<file path="src/twm_pkg.sv">
package twm_pkg;

	// Field widths of the stream words.
	localparam int TIME_W  = 31;
	localparam int LEN_W   = 24;
	localparam int ID_W    = 16;
	localparam int GAP_W   = 24;
	localparam int MARG_W  = 20;
	localparam int WIN_W   = 32;
	localparam int IN_DW   = 72;
	localparam int OUT_DW  = 64;
	localparam int CFG_AW  = 3;
	localparam int CFG_DW  = 24;

	// Result queue geometry.
	localparam int Q_DEPTH = 4;
	localparam int Q_AW    = $clog2(Q_DEPTH);
	localparam int Q_CW    = $clog2(Q_DEPTH + 1);

	localparam logic [WIN_W-1:0] END_MAX = 32'h7FFF_FFFF;

	// Configuration register indexes.
	typedef enum logic [CFG_AW-1:0] {
		REG_MATCH_A = 3'd0,
		REG_MATCH_B = 3'd1,
		REG_MATCH_C = 3'd2,
		REG_MATCH_D = 3'd3,
		REG_GAP     = 3'd4,
		REG_LEAD    = 3'd5,
		REG_TRAIL   = 3'd6
	} cfg_reg_t;

	typedef struct packed {
		logic [ID_W-1:0]   match_a;
		logic [ID_W-1:0]   match_b;
		logic [ID_W-1:0]   match_c;
		logic [ID_W-1:0]   match_d;
		logic [GAP_W-1:0]  split_gap;
		logic [MARG_W-1:0] lead_margin;
		logic [MARG_W-1:0] trail_margin;
	} cfg_t;

	typedef struct packed {
		logic [TIME_W-1:0] trig_time;
		logic [LEN_W-1:0]  trig_length;
		logic              id_present;
		logic [ID_W-1:0]   trig_id;
		logic              frame_last;
	} trig_t;

	typedef struct packed {
		logic signed [WIN_W-1:0] win_start;
		logic signed [WIN_W-1:0] win_end;
		logic                    win_final;
	} window_t;

	typedef struct packed {
		logic    push0;
		logic    push1;
		window_t w0;
		window_t w1;
	} win_push_t;

	// Window end: running end plus trailing margin, saturated at the
	// largest positive 32-bit value.
	function automatic logic [WIN_W-1:0] sat_end(input logic [WIN_W-1:0] run_end,
			input logic [MARG_W-1:0] trail);
		logic [WIN_W:0] sum;
		begin
			sum = {1'b0, run_end} + {{(WIN_W + 1 - MARG_W){1'b0}}, trail};
			if (sum[WIN_W] || sum[WIN_W-1]) begin
				sat_end = END_MAX;
			end else begin
				sat_end = sum[WIN_W-1:0];
			end
		end
	endfunction

endpackage

</file>
<file path="src/twm_core.sv">
module twm_core
	import twm_pkg::*;
(
	input  logic      clk,
	input  logic      arst_n,
	input  logic      fire,
	input  trig_t     trig,
	input  cfg_t      cfg,
	output win_push_t res,
	output logic      window_open
);

	logic                    open_q;
	logic signed [WIN_W-1:0] start_q;
	logic [WIN_W-1:0]        run_end_q;

	logic                    used;
	logic [WIN_W-1:0]        t_ext;
	logic [WIN_W-1:0]        tend;
	logic [WIN_W:0]          limit;
	logic                    split;
	logic signed [WIN_W-1:0] new_start;
	logic                    open_nxt;
	logic signed [WIN_W-1:0] start_nxt;
	logic [WIN_W-1:0]        run_end_nxt;
	window_t                 split_win;
	window_t                 final_win;

	always_comb begin
		used = trig.id_present && (trig.trig_id == cfg.match_a ||
			trig.trig_id == cfg.match_b || trig.trig_id == cfg.match_c ||
			trig.trig_id == cfg.match_d);
		t_ext     = {{(WIN_W - TIME_W){1'b0}}, trig.trig_time};
		tend      = t_ext + {{(WIN_W - LEN_W){1'b0}}, trig.trig_length};
		// The running end never goes negative, so the gap test is unsigned.
		limit     = {1'b0, run_end_q} + {{(WIN_W + 1 - GAP_W){1'b0}}, cfg.split_gap};
		split     = used && open_q && ({1'b0, t_ext} > limit);
		new_start = $signed(t_ext - {{(WIN_W - MARG_W){1'b0}}, cfg.lead_margin});

		open_nxt    = open_q;
		start_nxt   = start_q;
		run_end_nxt = run_end_q;
		if (used) begin
			open_nxt = 1'b1;
			if (!open_q) begin
				start_nxt   = new_start;
				run_end_nxt = tend;
			end else begin
				if (split) begin
					start_nxt = new_start;
				end
				if (tend > run_end_q) begin
					run_end_nxt = tend;
				end
			end
		end

		split_win.win_start = start_q;
		split_win.win_end   = $signed(sat_end(run_end_q, cfg.trail_margin));
		split_win.win_final = 1'b0;
		final_win.win_start = start_nxt;
		final_win.win_end   = $signed(sat_end(run_end_nxt, cfg.trail_margin));
		final_win.win_final = 1'b1;

		res.push0 = fire && (split || (trig.frame_last && open_nxt));
		res.push1 = fire && split && trig.frame_last;
		res.w0    = split ? split_win : final_win;
		res.w1    = final_win;
	end

	always_ff @(posedge clk or negedge arst_n) begin
		if (!arst_n) begin
			open_q    <= 1'b0;
			start_q   <= '0;
			run_end_q <= '0;
		end else if (fire) begin
			if (trig.frame_last) begin
				open_q    <= 1'b0;
				start_q   <= '0;
				run_end_q <= '0;
			end else begin
				open_q    <= open_nxt;
				start_q   <= start_nxt;
				run_end_q <= run_end_nxt;
			end
		end
	end

	assign window_open = open_q;

endmodule

</file>
<file path="src/twm_outq.sv">
module twm_outq
	import twm_pkg::*;
(
	input  logic            clk,
	input  logic            arst_n,
	input  win_push_t       res,
	output logic            room,
	output logic [Q_CW-1:0] count,
	output logic            out_valid,
	input  logic            out_ready,
	output window_t         out_win
);

	window_t         mem_q [Q_DEPTH];
	logic [Q_AW-1:0] wr_ptr_q;
	logic [Q_AW-1:0] rd_ptr_q;
	logic [Q_CW-1:0] count_q;
	logic            pop;

	assign pop       = out_valid && out_ready;
	assign out_valid = (count_q != '0);
	assign out_win   = mem_q[rd_ptr_q];
	assign room      = (count_q <= Q_CW'(Q_DEPTH - 2));
	assign count     = count_q;

	always_ff @(posedge clk) begin
		if (res.push0) begin
			mem_q[wr_ptr_q] <= res.w0;
		end
		if (res.push1) begin
			mem_q[wr_ptr_q + Q_AW'(1)] <= res.w1;
		end
	end

	always_ff @(posedge clk or negedge arst_n) begin
		if (!arst_n) begin
			wr_ptr_q <= '0;
			rd_ptr_q <= '0;
			count_q  <= '0;
		end else begin
			wr_ptr_q <= wr_ptr_q + Q_AW'(res.push0) + Q_AW'(res.push1);
			rd_ptr_q <= rd_ptr_q + Q_AW'(pop);
			count_q  <= count_q + Q_CW'(res.push0) + Q_CW'(res.push1) - Q_CW'(pop);
		end
	end

endmodule

</file>
<file path="src/trigger_window_merger_top.sv">
// Channel     | Direction | Ports                        | Word
// ------------+-----------+------------------------------+------------------------------------
// Trigger in  | in        | s_axis_tvalid/tready/tdata/  | tdata: trig_time, trig_length,
//             |           | tuser/tlast                  | trig_id; tuser: id_present;
//             |           |                              | tlast: frame_last
// Window out  | out       | m_axis_tvalid/tready/tdata/  | tdata: win_start, win_end;
//             |           | tlast                        | tlast: win_final
// Config      | in        | cfg_valid/ready/index/data   | register index and value
//
// A trigger word is taken into an input register and moves on to the window logic once
// the queue has room; at the end of that cycle its windows (none, one or two) are written
// into the output queue, whose head drives the output stream.
// One trigger word is accepted per cycle while the four-entry window queue has room for
// two more windows; a word that yields two windows writes both into the queue together.
// Reset clears the window state, the queue and restores the default register values.
// Configuration writes are always accepted and take effect on the next cycle.
module trigger_window_merger_top
	import twm_pkg::*;
(
	input  logic              clk,
	input  logic              arst_n,
	input  logic              s_axis_tvalid,
	output logic              s_axis_tready,
	// Bits from the lowest up: trig_time[30:0], trig_length[54:31], trig_id[70:55], zero.
	input  logic [IN_DW-1:0]  s_axis_tdata,
	// Bit 0: id_present.
	input  logic              s_axis_tuser,
	input  logic              s_axis_tlast,
	output logic              m_axis_tvalid,
	input  logic              m_axis_tready,
	// Bits from the lowest up: win_start[31:0], win_end[63:32].
	output logic [OUT_DW-1:0] m_axis_tdata,
	output logic              m_axis_tlast,
	input  logic              cfg_valid,
	output logic              cfg_ready,
	input  logic [CFG_AW-1:0] cfg_index,
	input  logic [CFG_DW-1:0] cfg_data
);

	// Configuration registers, always writable.
	cfg_t cfg_q;

	assign cfg_ready = 1'b1;

	always_ff @(posedge clk or negedge arst_n) begin
		if (!arst_n) begin
			cfg_q.match_a      <= 16'd1006;
			cfg_q.match_b      <= 16'd1007;
			cfg_q.match_c      <= 16'd1011;
			cfg_q.match_d      <= 16'd21001;
			cfg_q.split_gap    <= 24'd10000;
			cfg_q.lead_margin  <= 20'd4000;
			cfg_q.trail_margin <= 20'd6000;
		end else if (cfg_valid && cfg_ready) begin
			case (cfg_index)
				REG_MATCH_A: cfg_q.match_a      <= cfg_data[ID_W-1:0];
				REG_MATCH_B: cfg_q.match_b      <= cfg_data[ID_W-1:0];
				REG_MATCH_C: cfg_q.match_c      <= cfg_data[ID_W-1:0];
				REG_MATCH_D: cfg_q.match_d      <= cfg_data[ID_W-1:0];
				REG_GAP:     cfg_q.split_gap    <= cfg_data[GAP_W-1:0];
				REG_LEAD:    cfg_q.lead_margin  <= cfg_data[MARG_W-1:0];
				REG_TRAIL:   cfg_q.trail_margin <= cfg_data[MARG_W-1:0];
				default: begin
				end
			endcase
		end
	end

	// Input register. The held word moves on into the window logic only while the
	// queue can absorb two windows, so the result of any word always has a place.
	logic            s1_valid;
	trig_t           trig_s1;
	logic            room;
	logic            adv;
	logic [Q_CW-1:0] q_count;

	assign adv           = s1_valid && room;
	assign s_axis_tready = !s1_valid || adv;

	always_ff @(posedge clk or negedge arst_n) begin
		if (!arst_n) begin
			s1_valid <= 1'b0;
		end else if (s_axis_tready) begin
			s1_valid <= s_axis_tvalid;
		end
	end

	always_ff @(posedge clk) begin
		if (s_axis_tvalid && s_axis_tready) begin
			trig_s1.trig_time   <= s_axis_tdata[TIME_W-1:0];
			trig_s1.trig_length <= s_axis_tdata[TIME_W+LEN_W-1:TIME_W];
			trig_s1.trig_id     <= s_axis_tdata[TIME_W+LEN_W+ID_W-1:TIME_W+LEN_W];
			trig_s1.id_present  <= s_axis_tuser;
			trig_s1.frame_last  <= s_axis_tlast;
		end
	end

	// Window tracking: match test, split decision, state update.
	win_push_t res;
	logic      window_open;

	twm_core u_core (
		.clk         (clk),
		.arst_n      (arst_n),
		.fire        (adv),
		.trig        (trig_s1),
		.cfg         (cfg_q),
		.res         (res),
		.window_open (window_open)
	);

	// Result queue; its head register drives the output stream.
	window_t out_win;

	twm_outq u_outq (
		.clk       (clk),
		.arst_n    (arst_n),
		.res       (res),
		.room      (room),
		.count     (q_count),
		.out_valid (m_axis_tvalid),
		.out_ready (m_axis_tready),
		.out_win   (out_win)
	);

	assign m_axis_tdata = {out_win.win_end, out_win.win_start};
	assign m_axis_tlast = out_win.win_final;

	// The queue never holds more windows than it has entries.
	assert property (@(posedge clk) disable iff (!arst_n) q_count <= Q_CW'(Q_DEPTH))
		else $error("window queue overflow");

	// A frame's last word always leaves the window state closed.
	assert property (@(posedge clk) disable iff (!arst_n)
		adv && trig_s1.frame_last |=> !window_open)
		else $error("window still open after frame end");

	// A held word that cannot move on stays in the input register unchanged.
	assert property (@(posedge clk) disable iff (!arst_n)
		s1_valid && !room |=> s1_valid && $stable(trig_s1))
		else $error("stalled trigger word lost or changed");

	// A second window in one cycle only comes with a first one.
	assert property (@(posedge clk) disable iff (!arst_n) res.push1 |-> res.push0)
		else $error("second window pushed without a first");

endmodule

</file>
<file path="config.mk">
export PLATFORM = sky130hd
export DESIGN_NAME = trigger_window_merger_top
export DESIGN_NICKNAME = d
export VERILOG_FILES = /design/src/twm_pkg.sv /design/src/twm_core.sv /design/src/twm_outq.sv /design/src/trigger_window_merger_top.sv
export SDC_FILE = /design/constraint.sdc
export NUM_CORES = 1
export LEC_CHECK = 0
export BUFFER_PORTS_ARGS = -buffer_cell sky130_fd_sc_hd__clkbuf_2
export CORE_MARGIN = 3
export CORE_UTILIZATION = 50
export CTS_BUF_LIST = sky130_fd_sc_hd__clkbuf_4
export CTS_CLUSTER_SIZE = 30
export DETAILED_ROUTE_END_ITERATION = 12
export GPL_TIMING_DRIVEN = 1
export PLACE_DENSITY = 0.7
export SLEW_MARGIN = 20
export SYNTH_ARGS = -nofsm -noshare
export SYNTH_HDL_FRONTEND = slang
export SYNTH_HIERARCHICAL = 1
export SYNTH_SLANG_ARGS = --single-unit
</file>
<file path="constraint.sdc">
create_clock -name clk -period 10.1 [get_ports clk]
set_input_delay 1.01 -clock clk [delete_from_list [all_inputs] [get_ports clk]]
set_output_delay 1.01 -clock clk [all_outputs]
set_load 0.02 [all_outputs]
</file>
# Word level (Yosys, flattened, before mapping)
# Memories as Yosys holds them, arrays and structs flattened.
# Cells that the tools add are included.
# word_totals
ff_bits	274
mem_bits_rw	260
in_bits	106
output_inout_bits	68
word_cells	89
memories	1
# memory_table
memory	words	word_bits	rd	rd_clocked_by_memory_dff	wr	line	source
u_outq.mem_q	4	65	1	0	2	twm_outq.sv:14	window_t mem_q [Q_DEPTH];
# classes
n_addsub	12
order_cmp	3
n_eq_ne	10
n_mux	17
n_reduce_logical	27
# ops
cell	count
32-bit 2-to-1 mux	10
32-bit by 20-bit adder with 33-bit output	2
65-bit 2-to-1 mux	1
16-bit == test	4
32-bit by 24-bit adder with 33-bit output	1
31-bit by 33-bit greater-than comparator with 1-bit output	1
31-bit by 24-bit adder with 32-bit output	1
32-bit greater-than comparator	1
31-bit by 20-bit subtractor with 32-bit output	1
2-bit AND reduction	7
1-bit logical AND	10
3-bit == test (second input constant)	3
1-bit logical OR	7
2-bit by 1-bit adder with 2-bit output	3
3-bit by 1-bit adder with 3-bit output	2
3-bit by 2-bit == test with 1-bit output (second input constant)	2
1-bit 2-to-1 mux	6
3-bit by 1-bit == test with 1-bit output (second input constant)	1
3-bit by 2-bit less-or-equal comparator with 1-bit output (second input constant)	1
3-bit logical NOT	1
3-bit nonzero test	1
3-bit by 1-bit subtractor with 3-bit output	1
2-bit by 1-bit adder with 2-bit output (second input constant)	1
1-bit logical NOT	1

# Depth between registers and ports, before layout
# logic_depth
word_depth	12
depth_mapped	41
depth_no_buf	37

# Cells and area by module
# The synthesis kept the hierarchy.
# by_module_without_submodules
module	n_inst	cells_per_inst	area_each_um2	seq_area_each_um2
twm_outq	1	663	12897.4	7982.7
twm_core	1	1650	12648.4	1626.6
trigger_window_merger_top	1	356	7358.3	5480.3

# Worst setup path after synthesis
# No wires, ideal clock.
# synth_timing
kind	flip-flop to flip-flop
start	register u_core.run_end_q[0]
end	memory u_outq/mem_q[0][0] (netlist bit) (enable)
setup_ns	0.584
arrival_ns	9.178
required_time_ns	9.516
path_slack_ns	0.338
stages_incl_launch_ff	21
path_buffers	0
synth_period_minus_slack_ns	9.762
cell_sequence	dfrtp_1 -> ha_1 -> fa_1 -> a211o_1 -> o211ai_1 -> a221o_1 -> a31oi_1 -> and4_1 -> o41ai_2 -> nor2_1 -> xnor2_1 -> ha_1 -> nand4_1 -> nor4_1 -> o21ai_0 -> nand3_1 -> o211a_1 -> o211ai_2 -> a21oi_1 -> inv_1 -> o31ai_1
# synth_lines
item	line	source
from (decl)	twm_core.sv:15	logic [WIN_W-1:0] run_end_q;
from (signal assigned)	twm_core.sv:84	run_end_q <= run_end_nxt;
to (decl)	twm_outq.sv:14	

==> reports/results.txt <==
Final net count: 3,189
Crit share post-route: 0.929
Critical R2R Capture: u_outq/mem_q[0][1]
Final setup violation count: 0
Post-DP HPWL: 60,300 µm
Total setup buffers inserted after CTS: 0
Slowest CP cell: or4_4
DP Worst Slack: 1.08 ns
TritonCTS clock tree: built
Synth area leaders: edfxtp_1 30%, dfrtp_1 12%, mux2_2 8.7%
CTS Root Cell: clkbuf_4
Detailed Route Iter0 Violations: 1,646
FF-to-FF Start: trig_s1[42]
CTS resizes: 0
Flops & latches, synth: 534
Remaining DRCs: 0
Share of Yosys cell area claimed by the top area cell type: 0.304
Post-route ant nets: 0
Largest net degree at the start of global routing: 86
Via Count: 23,000
Most frequent cells in the layout: 333 x edfxtp_1, 254 x mux2_2, 227 x clkbuf_4
Layout area overhead: 11.0%
Layout Skew: 0.0654 ns
Gr usage total: 0.254
Total die area: 68,900 µm²
Seq/Total Area, Yosys: 0.459
Clk_lat worst skew: 1.00 ns
Worst Setup SP: trig_s1[42]
CP required: 10.91 ns
Largest stage delay, worst path: 0.60 ns
Classification of the worst setup path: reg2reg
Vias in the first global route: 23,900
Gpl congestion: 0.903
Max-slew headroom: 0.328
Leading area contributor after synthesis: edfxtp_1
Post-synth EDFFs: 333
Synth warnings: 6
Pins Over Slew Limit: 0
Outcome: completed
Die width: 263 µm
Reg-to-reg slack, setup: 0.72 ns
Global-route wire length before repair: 137,000 µm
Post-Syn Area: 32,900 µm²
Drt first pass iters: 5
Crit path capture: u_outq/mem_q[0][1]
Clk pin slew, worst setup/hold paths: 0.07 ns
WP data arrival: 10.19 ns
Fin. Hold Viols: 0
RSZ-0062 raised after global routing: false
CP max FO: 31
Reg2reg path depth: 32
WL per Instance: 22.8 µm
Starting Density: 0.508
Htree depth: 4
Dominant synthesized flop cell: edfxtp_1
Hold Slack: 0.109 ns
Design Power: 8.19 mW
Cell variety after synth: 92
Min-delay worst type: in2async
Sink Count: 534
Post-Synthesis Cells: 2,669
Die H: 263 µm
I/O pin cnt: 174
Commonest non-fill, non-tap cell in the layout: edfxtp_1
Worst slew pin tran: 1.01 ns
Via/cell ratio: 5.92
Syn_area_per_cell: 12.3 µm²
MaxCap Viol Count: 0
Final WS setup: 0.721 ns
Lkg Pwr: 14.7 nW
Startpoint Class: register
Total Routed Length: 88,500 µm
Fmax: 107 MHz
Max Buffers Root-to-Sink: 3
Final min period: 9.38 ns
Gr ovfl total: 0
Sum of negative setup slack: 0 ns
Worst setup EP type: register
Total CTS buffers: 150
Row cnt: 93
Peak VDD IR: 0.000134 V
# hold bufs at CTS: 0
Initial antenna violation count: 2
IO Port Bufs: 171
Core ar.: 64,800 µm²
PwrDens: 224 nW/µm²
Synth async-reset ratio: 0.376
Share of layout cells above drive strength 1: 0.312
==> metrics by stage <==
step | std cells | instance area (µm²) | util
3_5_place_dp | 3603 | 34500 | 0.532
4_1_cts | 3880 | 36500 | 0.563
3_3_place_gp | 3603 | 34500 | 0.532
5_1_grt | 3884 | 36500 | 0.563
2_1_floorplan | 2670 | 32900 | -
6_report | 3887 | 36500 | 0.564
==> report_power, final <==
| group | switching (mW) | internal [mW] | total, mW |
|---|---|---|---|
| Combinational | 1.76 | 1.33 | 3.09 |
| Sequential | 0.304 | 2.67 | 2.98 |
| Clock | 0.977 | 1.14 | 2.12 |
==> routing by layer <==
layer | global-route usage | wire length (µm)
met1 | 0.329 | 37500
met2 | 0.424 | 43400
met3 | 0.0503 | 5060
met4 | 0.0966 | 2500
met5 | 0 | 0
==> synthesized netlist by cell type, types with 18 or more instances <==
library cell,number
buf_2,36
nand2b_1,20
nor3_1,23
o211ai_1,20
a31oi_1,19
ha_1,174
edfxtp_1,333
nor2_1,102
mux2_2,254
mux2i_1,18
nor2b_1,20
xnor2_1,144
inv_1,99
a21o_1,54
a22oi_2,30
dfstp_2,48
nand4_1,33
buf_4,19
nand2_1,187
mux2_4,50
clkbuf_1,43
a21oi_1,112
o21ai_0,126
dfrtp_1,153
xor2_1,57
o2bb2ai_1,18
mux2_1,115
buf_6,21
mux4_2,65
nand3_1,27
==> worst max-delay path, delay by kind of cell, from the launching register on <==
family,cells,cell delay [ns]
mux,1,0.21
buf+inv,2,0.49
compound gates,15,3.80
simple gates,10,2.92
flops,1,0.40
fa+ha+maj,4,1.35
==> state kept, by name, summed over array words and instances, names as in the netlist <==
name	count
cfg_q	128
s1_valid	1
trig_s1	73
u_core/run_end_q	32
u_core/start_q	32
u_core/window_open	1
u_outq/count	3
u_outq/mem_q	260
u_outq/rd_ptr_q	2
u_outq/wr_ptr_q	2
==> kinds of logic after synthesis <==
group                    count (synthesis)  share of synthesized area
AND/OR/NAND/NOR                        503                     0.0750
adder cells (fa/ha/maj)                182                     0.0710
other                                    3                   0.000342
XOR/XNOR                               201                     0.0535
AO/OA/AOI/OAI                          514                      0.107
flip-flops                             534                      0.459
buffers and inverters                  230                     0.0353
multiplexers                           502                      0.199
==> how the worst min path moves through the flow <==
stage                                   from                   end  slack [ns]  cells after the start
after floorplan           u_core/start_q[23]    u_core/start_q[23]        0.48                      1
after global placement    u_core/start_q[30]    u_core/start_q[30]        0.49                      1
after detailed placement           cfg_q[26]             cfg_q[26]        0.49                      1
after CTS                             arst_n  u_core/run_end_q[25]        0.05                      1
after global routing                  arst_n             cfg_q[46]        0.09                      1
final                                 arst_n             cfg_q[41]        0.11                      1
==> area by class of cell <==
| type | instances | area, µm² |
|---|---|---|
| repair buffers | 206 | 1180 |
| flip-flops and latches | 534 | 15100 |
| well taps | 855 | 1070 |
| clock buffers | 227 | 1700 |
| multi-input cells | 1906 | 16700 |
| inverters | 103 | 387 |
| diodes | 6 | 15.0 |
| fillers | 5414 | 28300 |
| clock inverters | 50 | 340 |
Note: power is estimated with default switching activity, not from simulation.
